## src/sv/flap_high_speed_mode_command_filter_assert.svh

```systemverilog
// Assertion macros for the flap high-speed mode command filter.
// Included by the top level; no other dependencies.
`ifndef FLAP_HIGH_SPEED_MODE_COMMAND_FILTER_ASSERT_SVH
`define FLAP_HIGH_SPEED_MODE_COMMAND_FILTER_ASSERT_SVH

// Same-cycle implication, disabled while in reset.
`define FHSM_ASSERT_IMPLIES(label, clk, rst_n, ante, cons, msg) \
    label: assert property (@(posedge clk) disable iff (!rst_n) (ante) |-> (cons)) \
        else $error(msg);

// Next-cycle implication, disabled while in reset.
`define FHSM_ASSERT_NEXT(label, clk, rst_n, ante, cons, msg) \
    label: assert property (@(posedge clk) disable iff (!rst_n) (ante) |=> (cons)) \
        else $error(msg);

`endif

```

## src/sv/fhsm_pkg.sv

```systemverilog
// Shared types and constants for the flap high-speed mode command filter.
// No dependencies; imported by every module of the block.
`default_nettype none

package fhsm_pkg;

    localparam int IN_DATA_W  = 32;
    localparam int IN_USER_W  = 1;
    localparam int OUT_DATA_W = 24;
    localparam int CFG_IDX_W  = 3;
    localparam int CFG_DATA_W = 16;

    localparam logic [2:0] POS_CLOSE     = 3'd0;
    localparam logic [2:0] POS_OPEN1     = 3'd1;
    localparam logic [2:0] POS_OPEN      = 3'd3;
    localparam logic [2:0] POS_DIAG_AUTO = 3'd6;
    localparam logic [2:0] POS_UNKNOWN   = 3'd7;

    localparam logic [7:0] UNIT_A_MASK = 8'h07;
    localparam logic [7:0] UNIT_B_MASK = 8'h38;
    localparam int         UNIT_B_SHIFT = 3;

    localparam logic [1:0] UNIT_ONE   = 2'd0;
    localparam logic [1:0] UNIT_TWO   = 2'd1;
    localparam logic [1:0] UNIT_THREE = 2'd2;
    localparam logic [1:0] UNIT_NONE  = 2'd3;

    localparam logic CMD_FRAME = 1'b0;
    localparam logic CMD_TICK  = 1'b1;

    localparam logic [15:0] TIMER_MAX = 16'hFFFF;

    typedef enum logic [CFG_IDX_W-1:0] {
        REG_ENTER_SPEED = 3'd0,
        REG_EXIT_SPEED  = 3'd1,
        REG_EXIT_DELAY  = 3'd2,
        REG_SPEED_ERROR = 3'd3,
        REG_HS_ENABLE   = 3'd4,
        REG_UNIT_SELECT = 3'd5
    } cfg_idx_t;

    typedef struct packed {
        logic [7:0]  enter_speed_kph;
        logic [7:0]  exit_speed_kph;
        logic [15:0] exit_delay_ms;
        logic [7:0]  speed_error_code;
        logic        high_speed_enable;
        logic [1:0]  unit_select;
    } cfg_t;

    // first declared member sits in the top bits
    typedef struct packed {
        logic [1:0] pad;
        logic       action_is_auto_diag;
        logic [2:0] current_position;
        logic       motion_stopped;
        logic       init_busy;
        logic [7:0] target_byte_b;
        logic [7:0] target_byte_a;
        logic [7:0] speed_raw;
    } in_item_t;

    typedef struct packed {
        logic [5:0] pad;
        logic       diag_mark;
        logic [2:0] reported_pos;
        logic       step_start;
        logic [2:0] motion_command;
        logic [7:0] speed_kph;
        logic       exit_waiting;
        logic       high_speed_mode;
    } result_t;

    typedef struct packed {
        logic        mode_high;
        logic        exit_armed;
        logic [15:0] exit_timer;
    } mode_state_t;

    typedef struct packed {
        logic [2:0] effective_cmd;
        logic [2:0] requested_cmd;
        logic       diag_flag;
    } cmd_state_t;

endpackage

`default_nettype wire

```

## src/sv/flap_high_speed_mode_command_filter.sv

```systemverilog
// Flap high-speed mode command filter: accepts one item (data frame or 1 ms tick) per
// clock cycle unless stalled; the result is presented on the master side from the result
// register and held until taken. An item is captured in an input register, passes one
// stage of compare and select logic against the mode and command state, and lands in a
// result register; a stall on the master side holds the result while one more item waits
// in the input register, so the sustained rate is one item per cycle whenever the master
// side takes one per cycle. Configuration writes take effect at the next clock edge; the
// user must make them only while the block is idle, which the block does not enforce.
// Depends on fhsm_pkg, fhsm_mode_ctrl, fhsm_cmd_filter and the assertion header.
`default_nettype none

`include "flap_high_speed_mode_command_filter_assert.svh"

module flap_high_speed_mode_command_filter (
    input  wire                                 clk,
    input  wire                                 rst_n,
    input  wire                                 cfg_wr_en,
    input  wire logic [fhsm_pkg::CFG_IDX_W-1:0]  cfg_index,
    input  wire logic [fhsm_pkg::CFG_DATA_W-1:0] cfg_data,
    input  wire                                 s_tvalid,
    output logic                                s_tready,
    // speed_raw, target_byte_a, target_byte_b, init_busy, motion_stopped,
    // current_position, action_is_auto_diag, zero fill
    input  wire logic [fhsm_pkg::IN_DATA_W-1:0]  s_tdata,
    // command
    input  wire logic [fhsm_pkg::IN_USER_W-1:0]  s_tuser,
    output logic                                m_tvalid,
    input  wire                                 m_tready,
    // high_speed_mode, exit_waiting, speed_kph, motion_command, step_start,
    // reported_pos, diag_mark, zero fill
    output logic [fhsm_pkg::OUT_DATA_W-1:0]      m_tdata
);
    import fhsm_pkg::*;

    cfg_t        cfg_reg;
    logic        in_valid_reg;
    in_item_t    in_item_reg;
    logic        in_cmd_reg;
    logic        out_valid_reg;
    result_t     out_data_reg;
    mode_state_t mode_reg;
    mode_state_t mode_next;
    cmd_state_t  cmd_reg;
    cmd_state_t  cmd_next;
    logic [7:0]  last_speed_reg;
    logic [7:0]  last_speed_next;
    logic [7:0]  speed_kph;
    logic        is_frame;
    logic        advance;
    logic        step_start;
    logic [2:0]  reported_pos;
    result_t     result;

    assign advance  = in_valid_reg && (!out_valid_reg || m_tready);
    assign s_tready = !in_valid_reg || advance;
    assign m_tvalid = out_valid_reg;
    assign m_tdata  = out_data_reg;
    assign is_frame = (in_cmd_reg == CMD_FRAME);

    always_ff @(posedge clk or negedge rst_n)
    begin
        if (!rst_n)
        begin
            cfg_reg.enter_speed_kph   <= 8'd140;
            cfg_reg.exit_speed_kph    <= 8'd135;
            cfg_reg.exit_delay_ms     <= 16'd10000;
            cfg_reg.speed_error_code  <= 8'd255;
            cfg_reg.high_speed_enable <= 1'b1;
            cfg_reg.unit_select       <= UNIT_ONE;
        end
        else if (cfg_wr_en)
        begin
            unique case (cfg_idx_t'(cfg_index))
                REG_ENTER_SPEED: cfg_reg.enter_speed_kph   <= cfg_data[7:0];
                REG_EXIT_SPEED:  cfg_reg.exit_speed_kph    <= cfg_data[7:0];
                REG_EXIT_DELAY:  cfg_reg.exit_delay_ms     <= cfg_data[15:0];
                REG_SPEED_ERROR: cfg_reg.speed_error_code  <= cfg_data[7:0];
                REG_HS_ENABLE:   cfg_reg.high_speed_enable <= cfg_data[0];
                REG_UNIT_SELECT: cfg_reg.unit_select       <= cfg_data[1:0];
                default:         ;
            endcase
        end
    end

    fhsm_mode_ctrl u_mode (
        .cfg         (cfg_reg),
        .is_frame    (is_frame),
        .speed_raw   (in_item_reg.speed_raw),
        .cur         (mode_reg),
        .nxt         (mode_next),
        .speed_kph   (speed_kph)
    );

    fhsm_cmd_filter u_filter (
        .cfg             (cfg_reg),
        .is_frame        (is_frame),
        .item            (in_item_reg),
        .mode            (mode_next),
        .cur             (cmd_reg),
        .nxt             (cmd_next),
        .step_start      (step_start),
        .reported_pos    (reported_pos)
    );

    assign last_speed_next = is_frame ? speed_kph : last_speed_reg;

    always_comb
    begin
        result                 = '0;
        result.high_speed_mode = mode_next.mode_high;
        result.exit_waiting    = cfg_reg.high_speed_enable && mode_next.mode_high
                              && mode_next.exit_armed;
        result.speed_kph       = last_speed_next;
        result.motion_command  = cmd_next.effective_cmd;
        result.step_start      = step_start;
        result.reported_pos    = reported_pos;
        result.diag_mark       = cmd_next.diag_flag;
    end

    always_ff @(posedge clk or negedge rst_n)
    begin
        if (!rst_n)
        begin
            in_valid_reg   <= 1'b0;
            out_valid_reg  <= 1'b0;
            mode_reg       <= '0;
            last_speed_reg <= 8'd0;
            cmd_reg        <= '{effective_cmd: POS_UNKNOWN, requested_cmd: POS_UNKNOWN,
                                diag_flag: 1'b0};
        end
        else
        begin
            if (s_tvalid && s_tready)
                in_valid_reg <= 1'b1;
            else if (advance)
                in_valid_reg <= 1'b0;

            if (advance)
            begin
                out_valid_reg  <= 1'b1;
                mode_reg       <= mode_next;
                last_speed_reg <= last_speed_next;
                cmd_reg        <= cmd_next;
            end
            else if (m_tready)
            begin
                out_valid_reg <= 1'b0;
            end
        end
    end

    // payload registers, no reset
    always_ff @(posedge clk)
    begin
        if (s_tvalid && s_tready)
        begin
            in_item_reg <= in_item_t'(s_tdata);
            in_cmd_reg  <= s_tuser[0];
        end
        if (advance)
            out_data_reg <= result;
    end

    `FHSM_ASSERT_IMPLIES(a_timer_needs_arm, clk, rst_n, mode_reg.exit_timer != 16'd0,
        mode_reg.exit_armed, "exit timer nonzero while exit not armed")

    `FHSM_ASSERT_IMPLIES(a_wait_in_high, clk, rst_n, out_valid_reg && out_data_reg.exit_waiting,
        out_data_reg.high_speed_mode, "exit_waiting reported outside high-speed mode")

    `FHSM_ASSERT_NEXT(a_tick_no_step, clk, rst_n, advance && (in_cmd_reg == CMD_TICK),
        !out_data_reg.step_start, "step_start raised for a tick item")

    `FHSM_ASSERT_IMPLIES(a_stall_only_full, clk, rst_n, !s_tready,
        in_valid_reg && out_valid_reg && !m_tready, "input stalled with room in the pipe")

endmodule

`default_nettype wire

```

## src/sv/fhsm_mode_ctrl.sv

```systemverilog
// Drive mode next-state logic: speed error mapping, enter/exit hysteresis, exit timer.
// Depends on fhsm_pkg.
`default_nettype none

module fhsm_mode_ctrl (
    input  wire fhsm_pkg::cfg_t        cfg,
    input  wire                        is_frame,
    input  wire logic [7:0]            speed_raw,
    input  wire fhsm_pkg::mode_state_t cur,
    output fhsm_pkg::mode_state_t      nxt,
    output logic [7:0]                 speed_kph
);
    import fhsm_pkg::*;

    assign speed_kph = (speed_raw == cfg.speed_error_code) ? 8'd0 : speed_raw;

    always_comb
    begin
        nxt = cur;
        if (is_frame)
        begin
            if (!cfg.high_speed_enable)
            begin
                nxt = '0;
            end
            else if (!cur.mode_high)
            begin
                if (speed_kph >= cfg.enter_speed_kph)
                begin
                    nxt.mode_high  = 1'b1;
                    nxt.exit_armed = 1'b0;
                    nxt.exit_timer = '0;
                end
            end
            else if (speed_kph < cfg.exit_speed_kph)
            begin
                nxt.exit_armed = 1'b1;
                if (cur.exit_timer >= cfg.exit_delay_ms)
                begin
                    nxt = '0;
                end
            end
            else
            begin
                nxt.exit_armed = 1'b0;
                nxt.exit_timer = '0;
            end
        end
        else if (cur.exit_armed && (cur.exit_timer != TIMER_MAX))
        begin
            nxt.exit_timer = cur.exit_timer + 16'd1;
        end
    end

endmodule

`default_nettype wire

```

## src/sv/fhsm_cmd_filter.sv

```systemverilog
// Target selection, high-speed command filtering, step-start and reported position.
// Depends on fhsm_pkg; takes the already updated mode state.
`default_nettype none

module fhsm_cmd_filter (
    input  wire fhsm_pkg::cfg_t        cfg,
    input  wire                        is_frame,
    input  wire fhsm_pkg::in_item_t    item,
    input  wire fhsm_pkg::mode_state_t mode,
    input  wire fhsm_pkg::cmd_state_t  cur,
    output fhsm_pkg::cmd_state_t       nxt,
    output logic                       step_start,
    output logic [2:0]                 reported_pos
);
    import fhsm_pkg::*;

    logic       take_target;
    logic       high;
    logic       waiting;
    logic [7:0] target_wide;
    logic [2:0] target;
    logic [2:0] filt;

    assign take_target = is_frame && !item.init_busy && (cfg.unit_select != UNIT_NONE);
    assign high        = cfg.high_speed_enable && mode.mode_high;
    assign waiting     = high && mode.exit_armed;
    assign target      = target_wide[2:0];

    always_comb
    begin
        unique case (cfg.unit_select)
            UNIT_ONE:   target_wide = item.target_byte_a & UNIT_A_MASK;
            UNIT_TWO:   target_wide = (item.target_byte_a & UNIT_B_MASK) >> UNIT_B_SHIFT;
            default:    target_wide = item.target_byte_b & UNIT_A_MASK;
        endcase
    end

    always_comb
    begin
        filt = target;
        if (high)
        begin
            if (waiting)
            begin
                // hold what is there while the exit delay runs
                filt = cur.effective_cmd;
                if (item.motion_stopped && (item.current_position != POS_UNKNOWN))
                    filt = item.current_position;
                if (filt == POS_UNKNOWN)
                    filt = POS_OPEN1;
            end
            else if ((target == POS_CLOSE) || (target == POS_OPEN1))
            begin
                filt = POS_OPEN1;
            end
        end
    end

    always_comb
    begin
        step_start = 1'b0;
        if (take_target)
        begin
            if (item.motion_stopped)
                step_start = (filt != item.current_position)
                          && (item.current_position != POS_UNKNOWN)
                          && (filt != POS_UNKNOWN);
            else if (item.action_is_auto_diag)
                step_start = (filt != POS_DIAG_AUTO);
        end
    end

    always_comb
    begin
        nxt = cur;
        if (take_target)
        begin
            nxt.requested_cmd = target;
            nxt.effective_cmd = filt;
        end

        reported_pos = item.current_position;
        if (high && ((nxt.requested_cmd == POS_CLOSE) || (nxt.requested_cmd == POS_OPEN1)))
            reported_pos = nxt.requested_cmd;

        // unknown keeps the previous mark
        if (reported_pos <= POS_OPEN)
            nxt.diag_flag = 1'b0;
        else if (reported_pos <= POS_DIAG_AUTO)
            nxt.diag_flag = 1'b1;
    end

endmodule

`default_nettype wire
```

## config.mk

```make
export PLATFORM = sky130hd
export DESIGN_NAME = flap_high_speed_mode_command_filter
export DESIGN_NICKNAME = d
export VERILOG_FILES = /design/src/sv/fhsm_pkg.sv /design/src/sv/flap_high_speed_mode_command_filter.sv /design/src/sv/fhsm_mode_ctrl.sv /design/src/sv/fhsm_cmd_filter.sv
export VERILOG_INCLUDE_DIRS = /design/src /design/src/sv
export SDC_FILE = /design/constraint.sdc
export NUM_CORES = 1
export LEC_CHECK = 0
export BUFFER_PORTS_ARGS = -buffer_cell sky130_fd_sc_hd__buf_2
export CORE_MARGIN = 2
export CORE_UTILIZATION = 27
export CTS_CLUSTER_SIZE = 24
export DETAILED_ROUTE_END_ITERATION = 8
export GPL_ROUTABILITY_DRIVEN = 0
export HOLD_SLACK_MARGIN = 0.08
export PLACE_DENSITY = 0.49
export SYNTH_ARGS = -nofsm -noshare
export SYNTH_HDL_FRONTEND = slang
export SYNTH_SLANG_ARGS = --single-unit
```

## constraint.sdc

```tcl
create_clock -name clk -period 6.7 [get_ports clk]
set_input_delay 0.335 -clock clk [delete_from_list [all_inputs] [get_ports clk]]
set_output_delay 0.335 -clock clk [all_outputs]
set_load 0.05 [all_outputs]
```

Word level (Yosys, flattened, before mapping)
Cells that the tools add are included.
W data, S select, Z words.
Storage, ports and cells
  output and inout bits: 26
  flip-flop bits (word level): 120
  input port bits: 57
  logic and storage cells: 116
Cells by class
  multiplexer cells: 29
  $add $sub $neg: 1
  $lt $le $gt $ge: 5
  bitwise operators: 1
  reduce and logical (&&, ||, !) cells: 31
  equal/unequal tests: 19
Operators by type and width (count)
  $mux W18: 4
  $mux W16: 2
  $mux W3: 8
  $mux W17: 1
  $add A16 B1 Y16 const B: 1
  $ge A16 B16 Y1: 1
  $mux W8: 2
  $ne A16 B16 Y1 const B: 1
  $reduce_and A2 Y1: 6
  $logic_and A1 B1 Y1: 11
  $eq A3 B1 Y1 const B: 3
  $eq A3 B3 Y1 const B: 3
  $logic_not A3 Y1: 3
  $mux W1: 9
  $ne A3 B3 Y1 const B: 3
  $eq A8 B8 Y1: 1
  $ge A8 B8 Y1: 1
  $lt A8 B8 Y1: 1
  $eq A3 B2 Y1 const B: 2
  $mux W6: 1
  $pmux W3 S2: 1
  $ne A5 B5 Y1 const B: 1
  $logic_or A1 B1 Y1: 4
  $ne A4 B1 Y1 const B: 1
  12 further kinds: 15

Depth between registers and ports, before layout
Gate-level depths: netlist of the first run.
  word-level depth: 23
  gate-level depth with buffers: 18
  mapped depth without buffers: 16

By module
A second synthesis of the first run with hierarchy kept.
Second synthesis, totals
  cells, all modules: 546
  area total of the unflattened synthesis: 6931.6 sq um
By module, submodules not included
  flap_high_speed_mode_command_filter: area an instance 4733.3 sq um, seq. area each 3517.1 sq um, cells an instance 243, times used 1
  fhsm_mode_ctrl: area an instance 1641.6 sq um, seq. area each 0.0 sq um, cells an instance 231, times used 1
  fhsm_cmd_filter: area an instance 556.8 sq um, seq. area each 0.0 sq um, cells an instance 72, times used 1

Worst setup path after synthesis of the first run
OpenSTA, ideal clock, no wires.
  kind: register to register
  start: register cfg_reg[3] (netlist bit)
  end: register out_data_reg (netlist bit m_tdata[13]) (data pin)
  buffers on the path: 1
  library setup time: 0.259 ns
  data arrival time: 3.603 ns
  clock period less this slack: 3.861 ns
  setup slack: 2.839 ns
  required time: 6.441 ns
  cell stages (with the launch flop): 17
  path through: dfstp_2 > xnor2_1 > nand4_2 > or2_2 > clkbuf_1 > nand2_1 > inv_1 > ha_1 > nor2b_1 > a2111oi_0 > a2111oi_2 > nor4_2 > and3_1 > a211o_1 > o32ai_1 > o311a_1 > o31a_1
Between the ends
  cells in the longest elaborated chain, start to end: 15
  elaborated cells on any way between the ends: 21
  classes of those cells: order compare: 2; eq/ne: 4; mux: 11; reduce/logical: 4
Ends and longest elaborated chain
  start, declared: line flap_high_speed_mode_command_filter.sv:35  | cfg_t cfg_reg;
  $eq A8 B8 Y1 *: line fhsm_mode_ctrl.sv:15  | assign speed_kph = (speed_raw == cfg.speed_error_code) ? 8'd0 : speed_raw;
  $mux W8 *: line fhsm_mode_ctrl.sv:15
  $ge A8 B8 Y1 / $lt A8 B8 Y1 (equally long branches): line fhsm_mode_ctrl.sv:28, fhsm_mode_ctrl.sv:35
  $mux W18 / $mux W1 (equally long branches): line fhsm_mode_ctrl.sv:28, fhsm_mode_ctrl.sv:35
  $mux W18 *: line fhsm_mode_ctrl.sv:26  | else if (!cur.mode_high)
  $mux W18 *: line fhsm_mode_ctrl.sv:22  | if (!cfg.high_speed_enable)
  $mux W2 *: line fhsm_mode_ctrl.sv:20  | if (is_frame)
  $logic_and A1 B1 Y1: line fhsm_cmd_filter.sv:25  | assign high = cfg.high_speed_enable && mode.mode_high;
  $logic_and A1 B1 Y1: line fhsm_cmd_filter.sv:26  | assign waiting = high && mode.exit_armed;
  $mux W3: line fhsm_cmd_filter.sv:43  | if (waiting)
  $mux W3 *: line fhsm_cmd_filter.sv:41  | if (high)
  $ne A3 B3 Y1: line fhsm_cmd_filter.sv:65  | step_start = (filt != item.current_position)
  $logic_and A1 B1 Y1: line fhsm_cmd_filter.sv:66  | && (item.current_position != POS_UNKNOWN)
  $logic_and A1 B1 Y1: line fhsm_cmd_filter.sv:67  | && (filt != POS_UNKNOWN);
  $mux W1 *: line fhsm_cmd_filter.sv:64  | if (item.motion_stopped)
  end signal, assigned: line flap_high_speed_mode_command_filter.sv:161  | out_data_reg <= result;
  end, declared: line flap_high_speed_mode_command_filter.sv:40  | result_t out_data_reg;
Every way passes the cells marked *; elsewhere a longest branch is shown, timed or not. The select of a mux whose other input is x is not followed.
A chain may end at the register's enable or synchronous reset.

Worst setup path in the final report of the first run
  start: register cfg_reg[8] (netlist bit)
  end: register out_data_reg (netlist bit m_tdata[13]) (data pin)
The elaborated chain is that of the path after synthesis.

==> metrics, run 1 <==
first-pass GRT wire length 22500 µm; DRC violations left 0; Fin. Hold Viols 0; ys flop type dfrtp_1; Synth Cell Area 0.00608 mm²; # resized after CTS 0; number of diodes 0; Hold Slack 92.0 ps; Largest register FFs 43; worst endpoint required time 6860 ps; initial drt markers 249; Row Count 54; Min-Delay Path Depth 1; Worst Hold Endpoint in_item_reg[12]; Worst-Margin Slew 1120 ps; worst hold start s_tdata[12]; core area 0.0220 mm²; Setup Skew 26.1 ps; CTS tree yes; Power Density 327 mW/mm²; DRT Pass-1 Iters 4; vias in the first global route 4454; fin. max-slew vios 0; CTS root buf clkbuf_16; Post-Synthesis Cells 563; Die Y 154 µm; die width 154 µm; Die ar. 0.0238 mm²; DR WL/cell 14.4 µm; Worst Reg2Reg Path Length in Cells 15; number of flops mapped to enable cells by yosys 42; Worst Path Buf+Inv 1; Worst Path Arrival 4570 ps; period utilisation layout 65.8%; GRT overflow 0; DP HPWL 9790 µm; area delta synth->final 22.5%; critical path depth in cells 15; Final TNS setup 0 ps; synthesized area per cell 10.8 µm²; Worst path top cell family by delay simple AND/OR/NAND/NOR gates; final wirelength 13600 µm; Lkg Pwr 3.20 nW; Worst Setup End Kind flop; Synth cell types 67; Worst path max stage delay 600 ps; Ports 83; CTS Sinks 120; maxcap violations 0; Final setup violation count 0; worst-path fanout max 7; Warnings, synthesis 0; initial antenna violation count 0; unrepaired setup endpoints after global routing false; Tot GR Track Use 11.9%; Routed Antenna Nets 0; CP max-delay cell nor4_2; FMAX 227 MHz; flops & latches, synth 120; PortBufs 67; layout cells sized above 1 26.9%; VDD IR-drop max 0.000161 V; r2r setup slk 2290 ps; Starting Density 27.7%; Bufs on Longest Clock Path 2; Inserted Clock Buffers 17; setup bufs post-CTS 0; Hold WC Path Type primary input to flop; reg2reg end m_tdata[13]; post-route minimum period 4410 ps; Worst-Skew Late Latency 430 ps; status finished clean; slew margin rel. 25.3%; DR vias 4385; Post-synth ARST share 65.0%; vias per inst 4.67; H-Tree Depth 4; Final Net Count 733; worst reg2reg path startpoint cfg_reg[8]; Setup CP Type flop to flop; Critical Path Start Type flop; largest net degree at the start of global routing 79; Seq/Total Area, Yosys 53.4%; clk slew on worst S/H paths 70 ps; CP Cell Sequence xnor2_1 > nand4_2 > or2_2 > nand2_1 > inv_1 > ha_1 > nor2b_1 > a2111oi_0 > a2111oi_2 > nor4_2 > and3_1 > a211o_1 > o32ai_1 > o311a_1 > o31a_1
-- Yosys cell counts (2+ instances only) --
cell | instances | area [µm²]
a21boi_0 | 3 | 22.5
o21a_1 | 4 | 30.0
and4_1 | 4 | 35.0
nand4_2 | 2 | 25.0
inv_1 | 41 | 154
clkbuf_1 | 14 | 52.6
xor2_1 | 13 | 114
a211o_1 | 2 | 17.5
and2_1 | 3 | 18.8
ha_1 | 30 | 375
a2111oi_0 | 2 | 17.5
nand2b_1 | 6 | 37.5
nor2b_1 | 6 | 37.5
nand3_1 | 10 | 50.1
a22o_1 | 2 | 17.5
nand4b_1 | 2 | 17.5
nand2_1 | 75 | 282
edfxtp_1 | 42 | 1260
nor3b_1 | 2 | 15.0
nor3_1 | 7 | 35.0
o211ai_1 | 2 | 15.0
nor4bb_1 | 2 | 20.0
mux2i_1 | 5 | 50.1
dfrtp_1 | 51 | 1280
nand4_1 | 5 | 31.3
dfstp_2 | 27 | 709
a22oi_1 | 3 | 22.5
xnor2_1 | 9 | 78.8
buf_4 | 7 | 52.6
a211oi_1 | 7 | 52.6
and3_1 | 5 | 31.3
a21o_1 | 5 | 37.5
o22ai_1 | 3 | 18.8
buf_2 | 2 | 10.0
a221oi_1 | 3 | 26.3
nor2_1 | 31 | 116
a21oi_1 | 15 | 75.1
mux2_2 | 29 | 327
o21ai_0 | 52 | 260
o21ai_1 | 2 | 10.0
o31ai_1 | 2 | 15.0
-- per-stage QoR --
step                      setup slack (ps)  power [mW]  instances  instance area [µm²]  utilization [%]
after global placement                2430        1.53        896                 6740             30.7
final                                 2290        2.44        939                 7450             33.9
after CTS                             2280        2.47        939                 7450             33.9
after floorplan                       2840        1.40        568                 6100                -
after global routing                  1980        2.58        939                 7450             33.9
after detailed placement              2290        1.55        896                 6740             30.7
-- layer usage --
| metal | GRT usage, % | wire (µm) |
|---|---|---|
| met5 | 0 | 0 |
| met2 | 19.2 | 6390 |
| met1 | 15.7 | 6450 |
| met3 | 2.59 | 493 |
| met4 | 4.72 | 215 |
-- timing repair --
item                       4_1_cts  5_1_grt
setup endpoints to repair        0        0
hold endpoints to repair        11        0
hold buffers                    11        0
-- where the power goes --
group	switching (mW)	internal (mW)
combinational	0.319	0.212
clock	0.402	0.505
sequential	0.0788	0.925
total	0.799	1.64
-- worst max-delay path by stage --
stage | start | to | slack, ps
after floorplan | cfg_reg[3] | m_tdata[13] | 2840
after global placement | cfg_reg[8] | m_tdata[13] | 2430
after detailed placement | cfg_reg[8] | m_tdata[13] | 2290
after CTS | cfg_reg[8] | m_tdata[13] | 2280
after global routing | in_item_reg[5] | m_tdata[13] | 1980
final | cfg_reg[8] | m_tdata[13] | 2290
-- logic make-up (layout without fill, tap and decap cells) --
| family | after synthesis | count (layout) | share of synthesized area [%] |
|---|---|---|---|
| flops | 120 | 120 | 53.4 |
| simple gates | 167 | 167 | 13.3 |
| other cells | 1 | 6 | 0.0616 |
| mux | 34 | 34 | 6.19 |
| xor+xnor | 22 | 22 | 3.17 |
| buf+inv | 67 | 158 | 4.67 |
| fa+ha+maj | 30 | 30 | 6.17 |
| compound gates | 122 | 122 | 13.1 |
-- layout make-up --
cell class                 instances  area, µm²
fill                            2178      14500
multi-input combinational        381       2610
tap                              280        350
timing repair buffer              84        493
sequential                       120       3250
clock inverter                    15        176
clock buffer                      17        425
inverter                          42        158
-- placed cells by master (no fill, tap or decap), types with 4 or more instances in the layout --
cell type / instances
mux2_2: 29
mux2i_1: 5
a21o_1: 5
dfrtp_1: 51
dfstp_2: 27
inv_8: 6
nand3_1: 10
conb_1: 6
nor3_1: 6
nor2_1: 31
nand2b_1: 6
clkinv_8: 4
edfxtp_1: 42
and4_1: 4
nand4_1: 5
a211oi_1: 7
xor2_1: 13
a21oi_1: 15
inv_1: 41
xnor2_1: 9
nor2b_1: 6
o21ai_0: 52
buf_4: 7
o21a_1: 4
clkbuf_16: 17
dlygate4sd3_1: 11
buf_2: 66
nand2_1: 75
and3_1: 5
inv_6: 4
ha_1: 30
-- worst register-to-register path, cell delays in order (launching register included) --
cell       delay [ps]
dfstp_2           530
xnor2_1           160
nand4_2           160
or2_2             400
nand2_1           130
inv_1              80
ha_1              280
nor2b_1           150
a2111oi_0         550
a2111oi_2         160
nor4_2            600
and3_1            280
a211o_1           110
o32ai_1            90
o311a_1           150
o31a_1            300
No activity file was read; power rests on OpenSTA's default activity.
==> run 2, diff against run 1 <==
Settings changed: ABC_AREA set to 1, PLACE_DENSITY 0.49 to 0.5.
Clock period 6.7 ns to 3.76 ns, I/O delays scaled along.
==> metrics, run 2 <==
DR WL/cell 12.3 µm; Hold WC Path Type primary input to flop; crit-path most repeated cell nand2_1; core area 0.0225 mm²; Routed Antenna Nets 0; synthesized area per cell 8.72 µm²; CTS tree yes; CP max-delay cell dfstp_2; setup bufs post-CTS 0; period utilisation layout 90.6%; # fillers 2304; area delta synth->final 27.0%; CTS root buf clkbuf_16; ys flop type dfrtp_1; worst endpoint required time 3920 ps; Lkg Pwr 3.71 nW; slew margin rel. 23.6%; Worst Path Arrival 3570 ps; Tot GR Track Use 12.3%; DP HPWL 9680 µm; first-pass GRT wire length 23300 µm; Starting Density 27.3%; initial drt markers 247; Synth Cell Area 0.00615 mm²; layout cells sized above 1 20.4%; Post-Synthesis Cells 705; vias in the first global route 4622; Critical Path Start Type flop; VDD IR-drop max 0.000331 V; Yosys top cell by area dfrtp_1; final wirelength 13700 µm; Setup CP Type flop to flop; PortBufs 67; most frequent cells in the layout nand2_1 (168), inv_1 (121), o21ai_0 (70), buf_2 (66), dfrtp_1 (51); Synth cell types 43; total power 4.46 mW; top-area cell type share of the netlist area 20.8%; Final Net Count 908; DR vias 4693; Hold Slack 136 ps; Worst-Skew Late Latency 420 ps; status finished clean; number of flops mapped to enable cells by yosys 42; Post-synth ARST share 65.0%; maxcap violations 0; commonest non-fill, non-tap cell in the layout nand2_1; Fin. Hold Viols 0; initial antenna violation count 0; Inserted Clock Buffers 17; FMAX 294 MHz; DRC violations left 0; Worst-Margin Slew 1140 ps; largest net degree at the start of global routing 52; Bufs on Longest Clock Path 2; Seq/Total Area, Yosys 52.8%; flops & latches, synth 120; die width 155 µm; number of diodes 0; GRT overflow 0; Final TNS setup 0 ps; Warnings, synthesis 0; clk slew on worst S/H paths 60 ps; Die ar. 0.0240 mm²; Power Density 571 mW/mm²; DRT Pass-1 Iters 4; worst-path fanout max 6; Die Y 155 µm; fin. max-slew vios 0; Worst path top cell family by delay simple AND/OR/NAND/NOR gates; Worst Setup End Kind flop; CTS Sinks 120; vias per inst 4.19; H-Tree Depth 4; Row Count 55; largest cells by area after synthesis dfrtp_1 (21%), edfxtp_1 (21%), dfstp_2 (12%); unrepaired setup endpoints after global routing false; Largest register FFs 43; Commonest cells post-synth nand2_1 (168), inv_1 (122), o21ai_0 (70); top-count cell post-synth nand2_1; Worst Path Buf+Inv 3; Worst path max stage delay 530 ps; Setup Skew 6.95 ps; Final setup violation count 0; Ports 83; post-route minimum period 3410 ps
==> run 2: cell types whose count changed after synthesis, sizes merged, moves of 7 or more <==
cell | before | now
nand2 | 76 | 183
nand3 | 10 | 31
o21ai | 54 | 75
xor2 | 13 | 1
inv | 41 | 125
a211oi | 8 | 1
a21oi | 15 | 30
mux2 | 29 | 0
nor2 | 32 | 52
==> run 2: layout make-up <==
type,count,area (µm²),share of cell area [%]
sequential,120,3250,41.6
multi-input combinational,445,2360,30.2
timing repair buffer,110,756,9.68
inverter,127,477,6.11
clock buffer,19,443,5.67
tap,285,357,4.57
clock inverter,13,169,2.16
==> run 2: worst reg2reg max path, stage by stage, from the launching register on <==
cell	delay, ps
dfstp_2	530
xnor2_1	110
nand2_1	80
nor2_2	110
nand2_2	100
inv_2	120
nor2_1	60
buf_4	140
ha_1	280
nand2_1	60
or2_2	280
and3_1	180
inv_1	60
nor2_1	60
nand3_2	90
nand2_4	60
a21oi_4	210
nand2_4	120
nand2_2	80
nand2_2	60
nand2_2	90
nand2_1	60
nand2_1	60
nand2_1	50
nand2_1	70
a21oi_2	50
==> run 2: repair_timing <==
action / CTS / global route
hold buffers: 38 / 0
hold endpoints to repair: 73 / 0
setup endpoints to repair: 0 / 1
resized for setup: 0 / 3
==> run 2: logic make-up after synthesis <==
| kind of cell | share of synthesized area, % |
|---|---|
| AO/OA/AOI/OAI | 11.0 |
| AND/OR/NAND/NOR | 20.3 |
| other | 0.0610 |
| adder cells (fa/ha/maj) | 6.11 |
| XOR/XNOR | 0.570 |
| flip-flops | 52.8 |
| buffers and inverters | 9.24 |
==> run 2: layer usage <==
| metal | wire, µm | global-route usage (%) | vias to the layer above |
|---|---|---|---|
| li1 | - | - | 2489 |
| met1 | 6970 | 16.9 | 2133 |
| met2 | 6190 | 19.2 | 60 |
| met3 | 423 | 2.95 | 11 |
| met4 | 152 | 4.10 | 0 |
| met5 | 0 | 0 | - |
==> run 2: path summary, 6_finish.rpt <==
check                             startpoint                 to  slack (ps)  cells after the start
max                               cfg_reg[9]        m_tdata[13]         350                     25
max reg2reg                       cfg_reg[9]        m_tdata[13]         350                     25
min reg2reg                last_speed_reg[2]  last_speed_reg[2]         480                      2
max in group asynchronous              rst_n        cfg_reg[38]        2500                      3
min                              cfg_data[5]         cfg_reg[8]         140                      3
min in group asynchronous              rst_n       mode_reg[15]         370                      2
==> run 2: where the power goes <==
group	switching (mW)	internal [mW]	total, mW
clock network	0.623	1.07	1.69
registers	0.125	1.66	1.79
logic	0.650	0.334	0.983
total	1.40	3.06	4.46
==> run 2: per-stage QoR <==
stage / util, % / cells / area, µm² / worst slack, ps
floorplan: - / 710 / 6170 / 654
global placement: 30.2 / 1049 / 6810 / 284
detailed placement: 30.2 / 1049 / 6810 / 254
CTS: 34.7 / 1119 / 7800 / 239
global route: 34.7 / 1119 / 7810 / 33.9
finish: 34.7 / 1119 / 7810 / 353
==> run 3, diff against run 2 <==
Settings changed: CAP_MARGIN set to 10, CORE_UTILIZATION 27 to 53, PLACE_DENSITY 0.5 to 0.81, SYNTH_HIERARCHICAL set to 1.
==> metrics, run 3 <==
status finished clean; Warnings, synthesis 6; utilization after layout 66.5%; Setup CP Type flop to flop; VDD IR-drop max 0.000333 V; most frequent cells in the layout nand2_1 (312), nand3_1 (94), inv_1 (88), buf_2 (66), dfrtp_1 (51); Post-Synthesis Cells 855; Reg area 0.00325 mm²; Hold WC Path Type primary input to flop; Final TNS setup 0 ps; FMAX 287 MHz; post-route minimum period 3490 ps; die width 118 µm; vias in the first global route 6090; DRT Pass-1 Iters 7; Final setup violation count 0; worst-path fanout max 6; fin. max-slew vios 0; clk slew on worst S/H paths 50 ps; routed wl met3 782 µm; initial drt markers 414; PortBufs 67; Worst-Margin Slew 1010 ps; wl on met1 6860 µm; Final Non-Filler Cells 1157; first-pass GRT wire length 28400 µm; Starting Density 54.4%; area delta synth->final 22.1%; Critical Path Start Type flop; vias per inst 5.22; Clk pwr share 36.5%; CTS tree yes; period utilisation layout 92.8%; final wirelength 16700 µm; Row Count 41; CTS root buf clkbuf_16; Bufs on Longest Clock Path 2; Inserted Clock Buffers 17; NetSw 1.39 mW; Routed Antenna Nets 0; Power Density 521 mW/mm²; Worst-Skew Late Latency 430 ps; initial antenna violation count 0; Worst Setup End Kind flop; r2r setup slk 270 ps; DP HPWL 10500 µm; H-Tree Depth 4; commonest non-fill, non-tap cell in the layout nand2_1; Largest register FFs 43; # fillers 1033; DRC violations left 0; Fin. Hold Viols 0; worst endpoint required time 3930 ps; DR vias 6042; register share of total power 40.1%; area of the multi-input gates 0.00315 mm²; Die ar. 0.0139 mm²; met2 WL post-DR 8620 µm; core area 0.0127 mm²; GRT overflow 0; number of diodes 0; CTS Sinks 120; combinational share of power 23.3%; DR WL/cell 14.4 µm; dpl cells 1081; unrepaired setup endpoints after global routing false; Sw Ratio 31.7%; Ports 83; layout cells sized above 1 20.1%; Setup Skew 13.4 ps; top routing layer used met4; maxcap violations 0; largest net degree at the start of global routing 79; Hold Slack 157 ps; Tot GR Track Use 25.4%; slew margin rel. 32.8%; Lkg Pwr 4.18 nW; Final Net Count 1059; Worst Path Arrival 3660 ps; synthesized area per cell 8.07 µm²; Int Pwr 3.00 mW; Die Y 118 µm; Synth Cell Area 0.00690 mm²
run 3: cell types whose count changed in the layout (fill, tap and decap cells not counted), sizes merged, moves of 6 or more:
cell   previous run  this run
a31oi             6         0
buf              72        79
nand3            31       105
o21ai            75        26
inv             128        98
nand2           183       335
a21oi            30        21
run 3: repair_timing:
| item | in CTS | in global routing |
|---|---|---|
| hold buffers | 42 | 0 |
| hold endpoints to repair | 114 | 0 |
| gates resized for setup | 0 | 18 |
| setup buffers | 0 | 2 |
| endpoints found under the setup margin | 0 | 7 |
run 3: through the flow:
stage          instance area (µm²)  total power, mW  worst slack (ps)
5_1_grt                       8420             4.61              7.47
2_1_floorplan                 6920             2.50               344
3_3_place_gp                  7340             2.68               194
6_report                      8420             4.39               270
3_5_place_dp                  7340             2.73              92.8
4_1_cts                       8340             4.36              51.8
run 3: power by group through the flow:
stage	clock network (mW)	registers (mW)	logic, mW
detailed placement	0	1.77	0.954
global route	1.67	1.78	1.15
floorplan	0	1.85	0.646
CTS	1.61	1.76	0.995
global placement	0	1.77	0.920
finish	1.60	1.76	1.02
run 3: worst max-delay path, stage by stage, from the launching register on:
cell and delay (ps):
dfstp_2 550, xnor2_2 120, nand2_1 90, nor2_2 160, nand2_4 100, inv_6 100, nor2_2 50, buf_4 130
ha_1 300, a21oi_1 150, nor2_1 60, nor2_1 90, nand3_1 140, nand2_2 120, nand2_1 60, nand2_1 60
nand2_2 80, nand3_1 130, nand4_1 190, nand3b_1 130, nand2_1 90, nand2_2 100, nand3_1 70, nand2_1 60
nand2_1 40, nand2_1 50, a21oi_1 30
run 3: final timing paths:
kind | from | to | cells after the start
worst max-delay path | cfg_reg[6] | m_tdata[13] | 26
worst min-delay path | cfg_wr_en | cfg_reg[9] | 5
worst max register to register | cfg_reg[6] | m_tdata[13] | 26
worst min register to register | cfg_reg[38] | cfg_reg[38] | 2
max in group asynchronous | rst_n | cmd_reg[0] | 2
min in group asynchronous | rst_n | cfg_reg[31] | 2
run 3: area by class of cell:
cell class / count / area share [%]
sequential: 120 / 38.6
multi-input combinational: 613 / 37.4
timing repair buffer: 121 / 10.1
clock buffer: 24 / 5.73
inverter: 99 / 4.50
tap: 172 / 2.56
clock inverter: 8 / 1.17
run 3: per-layer routing:
| metal | track usage (%) | up-vias |
|---|---|---|
| met3 | 5.04 | 35 |
| met5 | 0 | - |
| met4 | 10.4 | 0 |
| met2 | 44.7 | 186 |
| li1 | - | 2965 |
| met1 | 30.1 | 2856 |
